<file path="src/sv/stp_pkg.sv">
// ----------------------------------------------------------------------------
// stp_pkg
// Types, character codes and classification helpers of the S-expression
// token scanner.
// ----------------------------------------------------------------------------
`default_nettype none

package stp_pkg;

  localparam int unsigned OFFSET_BITS_DEF = 16;
  localparam int unsigned BYTE_W          = 8;
  localparam int unsigned FIELD_W         = 16;

  typedef enum logic [3:0] {
    KIND_EOF     = 4'd0,
    KIND_QUOTE   = 4'd1,
    KIND_LPAREN  = 4'd2,
    KIND_RPAREN  = 4'd3,
    KIND_STRING  = 4'd4,
    KIND_CHAR    = 4'd5,
    KIND_NUMBER  = 4'd6,
    KIND_IDENT   = 4'd7,
    KIND_ILLEGAL = 4'd8
  } kind_e;

  // Character codes.
  localparam logic [7:0] CH_NUL    = 8'h00;
  localparam logic [7:0] CH_TAB    = 8'h09;
  localparam logic [7:0] CH_LF     = 8'h0A;
  localparam logic [7:0] CH_CR     = 8'h0D;
  localparam logic [7:0] CH_SPACE  = 8'h20;
  localparam logic [7:0] CH_DQUOTE = 8'h22;
  localparam logic [7:0] CH_QUOTE  = 8'h27;
  localparam logic [7:0] CH_LPAREN = 8'h28;
  localparam logic [7:0] CH_RPAREN = 8'h29;
  localparam logic [7:0] CH_SEMI   = 8'h3B;
  localparam logic [7:0] CH_BSLASH = 8'h5C;
  localparam logic [7:0] CH_TILDE  = 8'h7E;

  typedef struct packed {
    kind_e                kind;
    logic [FIELD_W-1:0]   start;
    logic [FIELD_W-1:0]   length;
    logic [FIELD_W-1:0]   line;
    logic [BYTE_W-1:0]    chr;
    logic                 last;
  } tok_t;

  // Tokens that one byte produces: count is 0, 1 or 2.
  typedef struct packed {
    logic [1:0] count;
    tok_t       tok0;
    tok_t       tok1;
  } scan_res_t;

  function automatic logic is_digit(input logic [7:0] b);
    is_digit = (b >= 8'h30) && (b <= 8'h39);
  endfunction

  function automatic logic is_alpha(input logic [7:0] b);
    is_alpha = ((b >= 8'h61) && (b <= 8'h7A)) || ((b >= 8'h41) && (b <= 8'h5A));
  endfunction

  // Special marks allowed in identifiers: ? ! < > = % ^ * + - / \ _ &
  function automatic logic is_mark(input logic [7:0] b);
    is_mark = (b == 8'h3F) || (b == 8'h21) || (b == 8'h3C) || (b == 8'h3E) ||
              (b == 8'h3D) || (b == 8'h25) || (b == 8'h5E) || (b == 8'h2A) ||
              (b == 8'h2B) || (b == 8'h2D) || (b == 8'h2F) || (b == 8'h5C) ||
              (b == 8'h5F) || (b == 8'h26);
  endfunction

endpackage

`default_nettype wire

</file>
<file path="src/sv/stp_skid.sv">
// ----------------------------------------------------------------------------
// stp_skid
// Input register with a skid slot, so the upstream ready is a register.
// ----------------------------------------------------------------------------
`default_nettype none

module stp_skid (
  input  wire logic                      clk_i,
  input  wire logic                      rst_ni,
  input  wire logic                      s_valid_i,
  output logic                           s_ready_o,
  input  wire logic [stp_pkg::BYTE_W-1:0] s_data_i,
  output logic                           valid_o,
  output logic [stp_pkg::BYTE_W-1:0]     data_o,
  input  wire logic                      take_i
);

  logic                       main_valid_q, skid_valid_q;
  logic [stp_pkg::BYTE_W-1:0] main_q, skid_q;
  logic                       s_fire;

  assign s_ready_o = !skid_valid_q;
  assign s_fire    = s_valid_i && !skid_valid_q;
  assign valid_o   = main_valid_q;
  assign data_o    = main_q;

  always_ff @(posedge clk_i or negedge rst_ni) begin
    if (!rst_ni) begin
      main_valid_q <= 1'b0;
      skid_valid_q <= 1'b0;
    end else if (main_valid_q && !take_i) begin
      // The main slot is held; a transaction arriving now parks in the skid slot.
      if (s_fire) begin
        skid_valid_q <= 1'b1;
      end
    end else if (skid_valid_q) begin
      main_valid_q <= 1'b1;
      skid_valid_q <= 1'b0;
    end else begin
      main_valid_q <= s_fire;
    end
  end

  always_ff @(posedge clk_i) begin
    if (main_valid_q && !take_i) begin
      if (s_fire) begin
        skid_q <= s_data_i;
      end
    end else if (skid_valid_q) begin
      main_q <= skid_q;
    end else if (s_fire) begin
      main_q <= s_data_i;
    end
  end

endmodule

`default_nettype wire

</file>
<file path="src/sv/stp_scan.sv">
// ----------------------------------------------------------------------------
// stp_scan
// Scanner state and the per-byte decode that yields up to two tokens.
// ----------------------------------------------------------------------------
`default_nettype none

module stp_scan #(
  parameter int unsigned OFFSET_BITS = stp_pkg::OFFSET_BITS_DEF
) (
  input  wire logic                       clk_i,
  input  wire logic                       rst_ni,
  input  wire logic [stp_pkg::BYTE_W-1:0] byte_i,
  input  wire logic                       take_i,
  output stp_pkg::scan_res_t              res_o
);

  typedef enum logic [2:0] {
    MODE_IDLE,
    MODE_COMMENT,
    MODE_STRING,
    MODE_STRESC,
    MODE_TILDE,
    MODE_NUMBER,
    MODE_IDENT
  } mode_e;

  localparam logic [OFFSET_BITS-1:0] POS_MAX = {OFFSET_BITS{1'b1}};
  localparam logic [OFFSET_BITS-1:0] POS_ONE = {{(OFFSET_BITS-1){1'b0}}, 1'b1};
  localparam logic [15:0]            LINE_MAX = 16'hFFFF;

  mode_e                  mode_q, mode_d;
  logic [OFFSET_BITS-1:0] pos_q, pos_d, start_q, start_d;
  logic [15:0]            line_q, line_d;

  logic [OFFSET_BITS-1:0] len;
  logic [15:0]            line_inc;

  logic                   idle_emit, idle_set_start, idle_nl, idle_eof;
  stp_pkg::kind_e         idle_kind;
  mode_e                  idle_mode;
  logic [OFFSET_BITS-1:0] idle_start;
  stp_pkg::tok_t          idle_tok, slice_tok;

  logic                   run_idle, have_slice, do_eof;
  stp_pkg::scan_res_t     res;

  function automatic logic [15:0] sat16(input logic [OFFSET_BITS-1:0] v);
    logic [47:0] w;
    w = 48'(v);
    sat16 = (|w[47:16]) ? 16'hFFFF : w[15:0];
  endfunction

  assign len      = (pos_q >= start_q) ? (pos_q - start_q) : '0;
  assign line_inc = (line_q < LINE_MAX) ? (line_q + 16'd1) : line_q;

  // Decode of a byte seen between tokens.
  always_comb begin
    idle_emit      = 1'b0;
    idle_kind      = stp_pkg::KIND_ILLEGAL;
    idle_mode      = MODE_IDLE;
    idle_set_start = 1'b0;
    idle_start     = pos_q;
    idle_nl        = 1'b0;
    idle_eof       = 1'b0;
    if (byte_i == stp_pkg::CH_NUL) begin
      idle_emit = 1'b1;
      idle_kind = stp_pkg::KIND_EOF;
      idle_eof  = 1'b1;
    end else if (byte_i == stp_pkg::CH_SPACE || byte_i == stp_pkg::CH_TAB ||
                 byte_i == stp_pkg::CH_CR) begin
      idle_mode = MODE_IDLE;
    end else if (byte_i == stp_pkg::CH_LF) begin
      idle_nl = 1'b1;
    end else if (byte_i == stp_pkg::CH_SEMI) begin
      idle_mode = MODE_COMMENT;
    end else if (byte_i == stp_pkg::CH_QUOTE) begin
      idle_emit = 1'b1;
      idle_kind = stp_pkg::KIND_QUOTE;
    end else if (byte_i == stp_pkg::CH_LPAREN) begin
      idle_emit = 1'b1;
      idle_kind = stp_pkg::KIND_LPAREN;
    end else if (byte_i == stp_pkg::CH_RPAREN) begin
      idle_emit = 1'b1;
      idle_kind = stp_pkg::KIND_RPAREN;
    end else if (byte_i == stp_pkg::CH_DQUOTE) begin
      // The string body starts after the opening quote.
      idle_mode      = MODE_STRING;
      idle_set_start = 1'b1;
      idle_start     = (pos_q != POS_MAX) ? (pos_q + POS_ONE) : POS_MAX;
    end else if (byte_i == stp_pkg::CH_TILDE) begin
      idle_mode      = MODE_TILDE;
      idle_set_start = 1'b1;
    end else if (stp_pkg::is_digit(byte_i)) begin
      idle_mode      = MODE_NUMBER;
      idle_set_start = 1'b1;
    end else if (stp_pkg::is_alpha(byte_i) || stp_pkg::is_mark(byte_i)) begin
      idle_mode      = MODE_IDENT;
      idle_set_start = 1'b1;
    end else begin
      idle_emit = 1'b1;
      idle_kind = stp_pkg::KIND_ILLEGAL;
    end
  end

  always_comb begin
    idle_tok        = '0;
    idle_tok.kind   = idle_kind;
    idle_tok.start  = sat16(pos_q);
    idle_tok.line   = line_q;
    slice_tok       = '0;
    slice_tok.kind  = stp_pkg::KIND_STRING;
    slice_tok.start = sat16(start_q);
    slice_tok.length = sat16(len);
    slice_tok.line  = line_q;
  end

  always_comb begin
    res        = '0;
    mode_d     = mode_q;
    pos_d      = (pos_q != POS_MAX) ? (pos_q + POS_ONE) : pos_q;
    start_d    = start_q;
    line_d     = line_q;
    run_idle   = 1'b0;
    have_slice = 1'b0;
    do_eof     = 1'b0;

    unique case (mode_q)
      MODE_COMMENT: begin
        // End of text and the closing newline both behave as between tokens.
        if (byte_i == stp_pkg::CH_NUL || byte_i == stp_pkg::CH_LF) begin
          run_idle = 1'b1;
        end
      end
      MODE_STRING, MODE_STRESC: begin
        if (byte_i == stp_pkg::CH_NUL) begin
          res.count = 2'd2;
          res.tok0  = slice_tok;
          res.tok1  = idle_tok;
          do_eof    = 1'b1;
        end else if (mode_q == MODE_STRESC) begin
          mode_d = MODE_STRING;
        end else if (byte_i == stp_pkg::CH_DQUOTE) begin
          res.count = 2'd1;
          res.tok0  = slice_tok;
          mode_d    = MODE_IDLE;
        end else if (byte_i == stp_pkg::CH_BSLASH) begin
          mode_d = MODE_STRESC;
        end
      end
      MODE_TILDE: begin
        res.tok0        = slice_tok;
        res.tok0.kind   = stp_pkg::KIND_CHAR;
        res.tok0.length = '0;
        res.tok0.chr    = byte_i;
        mode_d          = MODE_IDLE;
        if (byte_i == stp_pkg::CH_NUL) begin
          res.count = 2'd2;
          res.tok1  = idle_tok;
          do_eof    = 1'b1;
        end else begin
          res.count = 2'd1;
        end
      end
      MODE_NUMBER: begin
        if (!stp_pkg::is_digit(byte_i)) begin
          have_slice     = 1'b1;
          res.tok0       = slice_tok;
          res.tok0.kind  = stp_pkg::KIND_NUMBER;
          run_idle       = 1'b1;
        end
      end
      MODE_IDENT: begin
        if (!(stp_pkg::is_alpha(byte_i) || stp_pkg::is_digit(byte_i) ||
              stp_pkg::is_mark(byte_i))) begin
          have_slice     = 1'b1;
          res.tok0       = slice_tok;
          res.tok0.kind  = stp_pkg::KIND_IDENT;
          run_idle       = 1'b1;
        end
      end
      default: begin
        run_idle = 1'b1;
      end
    endcase

    // A byte that ends a number or identifier is scanned again from idle.
    if (run_idle) begin
      mode_d = idle_mode;
      if (idle_set_start) begin
        start_d = idle_start;
      end
      if (idle_nl) begin
        line_d = line_inc;
      end
      do_eof = idle_eof;
      if (idle_emit && have_slice) begin
        res.count = 2'd2;
        res.tok1  = idle_tok;
      end else if (idle_emit) begin
        res.count = 2'd1;
        res.tok0  = idle_tok;
      end else if (have_slice) begin
        res.count = 2'd1;
      end
    end

    if (do_eof) begin
      mode_d  = MODE_IDLE;
      pos_d   = '0;
      start_d = '0;
      line_d  = 16'd1;
    end

    if (res.count == 2'd1) begin
      res.tok0.last = 1'b1;
    end
    if (res.count == 2'd2) begin
      res.tok1.last = 1'b1;
    end
  end

  assign res_o = res;

  always_ff @(posedge clk_i or negedge rst_ni) begin
    if (!rst_ni) begin
      mode_q  <= MODE_IDLE;
      pos_q   <= '0;
      start_q <= '0;
      line_q  <= 16'd1;
    end else if (take_i) begin
      mode_q  <= mode_d;
      pos_q   <= pos_d;
      start_q <= start_d;
      line_q  <= line_d;
    end
  end

endmodule

`default_nettype wire

</file>
<file path="src/sv/stp_out.sv">
// ----------------------------------------------------------------------------
// stp_out
// Result register plus one pending slot for the second token of a byte.
// ----------------------------------------------------------------------------
`default_nettype none

module stp_out (
  input  wire logic               clk_i,
  input  wire logic               rst_ni,
  input  wire logic               take_i,
  input  wire stp_pkg::scan_res_t res_i,
  output logic                    can_take_o,
  output logic                    m_valid_o,
  input  wire logic               m_ready_i,
  output stp_pkg::tok_t           m_tok_o
);

  logic          out_valid_q, pend_valid_q;
  stp_pkg::tok_t out_q, pend_q;
  logic          pop;

  assign pop        = out_valid_q && m_ready_i;
  // A new byte may be decoded only when both of its tokens have room.
  assign can_take_o = !pend_valid_q && (!out_valid_q || m_ready_i);
  assign m_valid_o  = out_valid_q;
  assign m_tok_o    = out_q;

  always_ff @(posedge clk_i or negedge rst_ni) begin
    if (!rst_ni) begin
      out_valid_q  <= 1'b0;
      pend_valid_q <= 1'b0;
    end else if (take_i && res_i.count != 2'd0) begin
      out_valid_q  <= 1'b1;
      pend_valid_q <= (res_i.count == 2'd2);
    end else if (pop) begin
      out_valid_q  <= pend_valid_q;
      pend_valid_q <= 1'b0;
    end
  end

  always_ff @(posedge clk_i) begin
    if (take_i && res_i.count != 2'd0) begin
      out_q  <= res_i.tok0;
      pend_q <= res_i.tok1;
    end else if (pop && pend_valid_q) begin
      out_q <= pend_q;
    end
  end

endmodule

`default_nettype wire

</file>
<file path="src/sv/sexpr_token_scanner.sv">
// ----------------------------------------------------------------------------
// sexpr_token_scanner
// Streaming lexer for S-expression text: one text byte in, tokens out.
// ----------------------------------------------------------------------------
//  Channel   Direction  Payload
//  s_axis    in         tdata[7:0] text byte (0 ends the text)
//  m_axis    out        tuser token kind, tdata offsets/length/line/char,
//                       tlast on the final token of a byte
//
//  A byte is decoded combinationally from the input register, and its tokens
//  are registered into the result register when the byte is taken.
//  Sustained rate is one byte per cycle while m_axis accepts tokens; a byte
//  that yields two tokens holds the decoder while the second token sits in the
//  pending slot behind the result register.
//  Reset returns the scanner to idle, offset 0, line 1; stalls on m_axis
//  back up through the skid slot, which keeps s_axis_tready registered.
// ----------------------------------------------------------------------------
`default_nettype none

module sexpr_token_scanner #(
  parameter int unsigned OFFSET_BITS = stp_pkg::OFFSET_BITS_DEF
) (
  input  wire logic        clk_i,
  input  wire logic        rst_ni,
  input  wire logic        s_axis_tvalid,
  output logic             s_axis_tready,
  input  wire logic [7:0]  s_axis_tdata,   // [7:0] text_byte
  output logic             m_axis_tvalid,
  input  wire logic        m_axis_tready,
  output logic [55:0]      m_axis_tdata,   // [15:0] start_offset, [31:16] token_length,
                                           // [47:32] line_no, [55:48] char_value
  output logic [3:0]       m_axis_tuser,   // [3:0] token_kind
  output logic             m_axis_tlast    // last_of_run
);

  logic                       byte_valid, can_take, take;
  logic [stp_pkg::BYTE_W-1:0] byte_data;
  stp_pkg::scan_res_t         res;
  stp_pkg::tok_t              tok;

  assign take = byte_valid && can_take;

  stp_skid u_skid (
    .clk_i     (clk_i),
    .rst_ni    (rst_ni),
    .s_valid_i (s_axis_tvalid),
    .s_ready_o (s_axis_tready),
    .s_data_i  (s_axis_tdata),
    .valid_o   (byte_valid),
    .data_o    (byte_data),
    .take_i    (take)
  );

  stp_scan #(
    .OFFSET_BITS (OFFSET_BITS)
  ) u_scan (
    .clk_i  (clk_i),
    .rst_ni (rst_ni),
    .byte_i (byte_data),
    .take_i (take),
    .res_o  (res)
  );

  stp_out u_out (
    .clk_i      (clk_i),
    .rst_ni     (rst_ni),
    .take_i     (take),
    .res_i      (res),
    .can_take_o (can_take),
    .m_valid_o  (m_axis_tvalid),
    .m_ready_i  (m_axis_tready),
    .m_tok_o    (tok)
  );

  assign m_axis_tdata = {tok.chr, tok.line, tok.length, tok.start};
  assign m_axis_tuser = tok.kind;
  assign m_axis_tlast = tok.last;

endmodule

`default_nettype wire

</file>
<file path="config.mk">
export PLATFORM = sky130hd
export DESIGN_NAME = sexpr_token_scanner
export DESIGN_NICKNAME = d
export VERILOG_FILES = /design/src/sv/stp_pkg.sv /design/src/sv/stp_skid.sv /design/src/sv/stp_scan.sv /design/src/sv/stp_out.sv /design/src/sv/sexpr_token_scanner.sv
export SDC_FILE = /design/constraint.sdc
export NUM_CORES = 1
export LEC_CHECK = 0
export BUFFER_PORTS_ARGS = -buffer_cell sky130_fd_sc_hd__clkbuf_2
export CAP_MARGIN = 20
export CORE_ASPECT_RATIO = 0.9
export CORE_MARGIN = 1.5
export CORE_UTILIZATION = 40
export CTS_BUF_LIST = sky130_fd_sc_hd__clkbuf_4 sky130_fd_sc_hd__clkbuf_8
export DETAILED_ROUTE_END_ITERATION = 16
export PLACE_DENSITY = 0.55
export SETUP_SLACK_MARGIN = 0.4
export SKIP_LAST_GASP = 1
export SLEW_MARGIN = 20
export SYNTH_ARGS = -nofsm -noshare
export SYNTH_HDL_FRONTEND = slang
export SYNTH_HIERARCHICAL = 1
export SYNTH_SLANG_ARGS = --single-unit
</file>
<file path="constraint.sdc">
create_clock -name clk_i -period 4.99 [get_ports clk_i]
set_clock_uncertainty 0.2 [all_clocks]
set_input_delay 0.2495 -clock clk_i [delete_from_list [all_inputs] [get_ports clk_i]]
set_output_delay 0.2495 -clock clk_i [all_outputs]
set_load 0.03 [all_outputs]
</file>
==> impl_metrics.json <==
{
  "start_kind": "flip-flop",
  "drc": 0,
  "ctsLongestPathBuffers": 2,
  "syn_area_um2": 10300,
  "antenna_cells": 0,
  "root_buffer": "clkbuf_8",
  "ir_drop_v": 0.000485,
  "die_x_um": 173,
  "dr.pass1.iters": 5,
  "hold_class": "in2async",
  "fmax_mhz": 234,
  "cp.required_ps": 5020,
  "postCtsSetupBuffers": 0,
  "crit_arrival_ps": 4310,
  "grt_setup_unrepaired": "no",
  "start_util_pct": 41.0,
  "wirelength_um": 22700,
  "powerDensity_nw_per_um2": 686,
  "gr-total-overflow": 0,
  "post_cts_resized": 0,
  "grtUsageTotal_pct": 17.6,
  "io_pins": 75,
  "synth.most_common_cell": "edfxtp_1",
  "h-tree-depth": 4,
  "critPathCaptureType": "flip-flop",
  "clkTransAtPathRegs_ps": 120,
  "portBuffers": 74,
  "yosysTopAreaCell": "edfxtp_1",
  "post-place-ws_ps": 788,
  "syn_avg_cell_area_um2": 11.6,
  "max_slew.worst_pin.slew_ps": 1010,
  "avgViaCountPerCell": 5.36,
  "die_h_um": 156,
  "fp-row-count": 55,
  "grt_pass1_vias": 6756,
  "period_needed_ps": 4280,
  "worstPathMaxFanout": 46,
  "yosysUniqueCellTypes": 83,
  "min_period_over_period_pct": 85.7,
  "core_area_um2": 25300,
  "slew_viol_final": 0,
  "drive_above_1_share_pct": 22.7,
  "area_delta_synth_final_pct": 10.6,
  "holdWs_ps": 234,
  "fill_cells": 2413,
  "finalWorstSetupSlack_ps": 712,
  "layout.nets": 993,
  "ys_top_cells_by_area": "edfxtp_1 (40%), dfrtp_1 (13%), mux2_2 (6.1%)",
  "gp_congestion": 0.834,
  "cts_made_buffers": 17,
  "netlist_instances": 895,
  "die_area_um2": 26800,
  "synth_warnings": 6,
  "yosysSeqAreaShare_pct": 53.4,
  "setup_viol": 0,
  "clkSinkCount": 193,
  "rrSetupSlack_ps": 710,
  "cts_tree": "yes",
  "p_leak_nw": 4.44,
  "grt_max_degree": 56,
  "fin_tns_setup_ps": 0,
  "routedWlPerCell_um": 17.2,
  "post-dp-hpwl_um": 14900,
  "vias": 7060,
  "ant_nets": 0,
  "synth_edf_count": 138,
  "antenna_found_initial": 0,
  "finalHoldViolations": 0,
  "ys_seq_elements": 193,
  "synth_ff_type": "edfxtp_1",
  "clkLatencyLatePin_ps": 480,
  "cap_viol_max_count": 0,
  "synth_top_cell_area_share_pct": 40.1,
  "synthArstFlopShare_pct": 28.5,
  "grt_pass1_wl_um": 37200,
  "synth_common_cells": "edfxtp_1 (138), nor2_1 (69), and2_1 (60), mux2_2 (56), dfrtp_1 (54)",
  "drt_iter0_drc": 509,
  "critPathKind": "reg2reg",
  "outcome": "finished, final reports clean",
  "maxSlewHeadroom_pct": 32.2
}
sequential cells by signal (all words and copies together), names as in the netlist:
signal / flops
u_scan/mode_q: 3
u_skid/data_o: 8
u_skid/skid_valid_q: 1
u_out/pend_valid_q: 1
u_scan/start_q: 16
u_scan/pos_q: 16
u_skid/skid_q: 8
u_out/m_tok_o: 61
u_skid/valid_o: 1
u_scan/line_q: 16
u_out/pend_q: 61
u_out/m_valid_o: 1
kinds of logic after synthesis:
kind of cell	synth area share, %
XOR/XNOR	1.69
flip-flops	53.4
buffers and inverters	5.68
other	0.0362
multiplexers	7.90
AO/OA/AOI/OAI	13.8
AND/OR/NAND/NOR	15.2
adder cells (fa/ha/maj)	2.37
cells in the final DEF (no fill, tap or decap), drive strengths merged, types with 5 or more instances in the layout:
cell / Yosys / layout
a31o: 7 / 7
clkbuf: 25 / 91
clkinv: 0 / 6
a31oi: 9 / 9
nand2b: 11 / 11
a211oi: 6 / 6
and2: 60 / 60
dlygate4sd3: 0 / 11
or2: 5 / 5
mux2: 69 / 69
xor2: 16 / 16
nand3: 23 / 23
o22ai: 6 / 6
nor3: 15 / 15
and3: 15 / 15
inv: 29 / 38
or3: 6 / 6
conb: 1 / 25
o21a: 5 / 5
a21oi: 27 / 27
a21o: 11 / 11
o21ai: 52 / 52
nor2b: 8 / 8
buf: 52 / 16
dfrtp: 54 / 54
nand2: 40 / 40
nor2: 69 / 69
nand4: 17 / 17
edfxtp: 138 / 138
o31ai: 11 / 11
ha: 18 / 18
a22o: 16 / 16
o2bb2ai: 15 / 15
metal layers:
metal  up-vias  global-route usage [%]  part of all wire (%)
met2       183                    26.9                    44
met1      3446                    25.4                    50
li1       3407                       -                     -
met3        24                    3.39                   4.3
met5         -                       0                     0
met4         0                    4.89                   1.2
area by class of cell:
type | count | area (µm²) | area share [%]
multi-input cells | 620 | 4340 | 37.9
clock inverters | 15 | 199 | 1.74
inverters | 29 | 109 | 0.951
flip-flops and latches | 193 | 5520 | 48.3
clock buffers | 17 | 234 | 2.04
well taps | 342 | 428 | 3.74
repair buffers | 101 | 613 | 5.36
critical path: stages (launching register included):
cell and delay, ps:
edfxtp_1 820, nand2b_1 190, o211a_1 170, o31a_1 370
o31ai_4 550, nand3_2 230, nand2_1 150, o22ai_1 150
o21ai_4 180, buf_4 580, mux2_2 420
power breakdown:
part	switching, mW	leakage (nW)	internal (mW)
Combinational	2.34	2.18	1.32
Clock	0.691	0.214	0.402
Sequential	0.358	2.04	2.74
Total	3.39	4.44	4.46
metrics by stage:
stage / area (µm²) / utilization [%] / std cells / power, mW
after floorplan: 10400 / - / 919 / 5.88
final: 11400 / 45.3 / 1317 / 7.85
after global placement: 10900 / 43.1 / 1274 / 6.81
after CTS: 11400 / 45.3 / 1317 / 7.94
after global routing: 11400 / 45.3 / 1317 / 8.39
after detailed placement: 10900 / 43.1 / 1274 / 6.81
timing repair:
action                     4_1_cts  5_1_grt
setup endpoints to repair        0        0
hold endpoints to repair        74        0
hold buffers                    11        0
worst paths after layout:
| kind | start | endpoint | cells after the start |
|---|---|---|---|
| max | u_skid/data_o[3]$_DFFE_PP_ | u_out/m_tok_o[0]$_DFFE_PP_ | 10 |
| min | rst_ni | u_scan/start_q[11]$_DFFE_PN0P_ | 3 |
| max reg2reg | u_skid/data_o[3]$_DFFE_PP_ | u_out/m_tok_o[0]$_DFFE_PP_ | 10 |
| min reg2reg | u_scan/start_q[1]$_DFFE_PN0P_ | u_scan/start_q[1]$_DFFE_PN0P_ | 1 |
| max in group asynchronous | rst_ni | u_scan/start_q[15]$_DFFE_PN0P_ | 3 |
| min in group clk_i | s_axis_tdata[6] | u_skid/skid_q[6]$_DFFE_PP_ | 2 |
No activity file was read; power rests on OpenSTA's default activity.
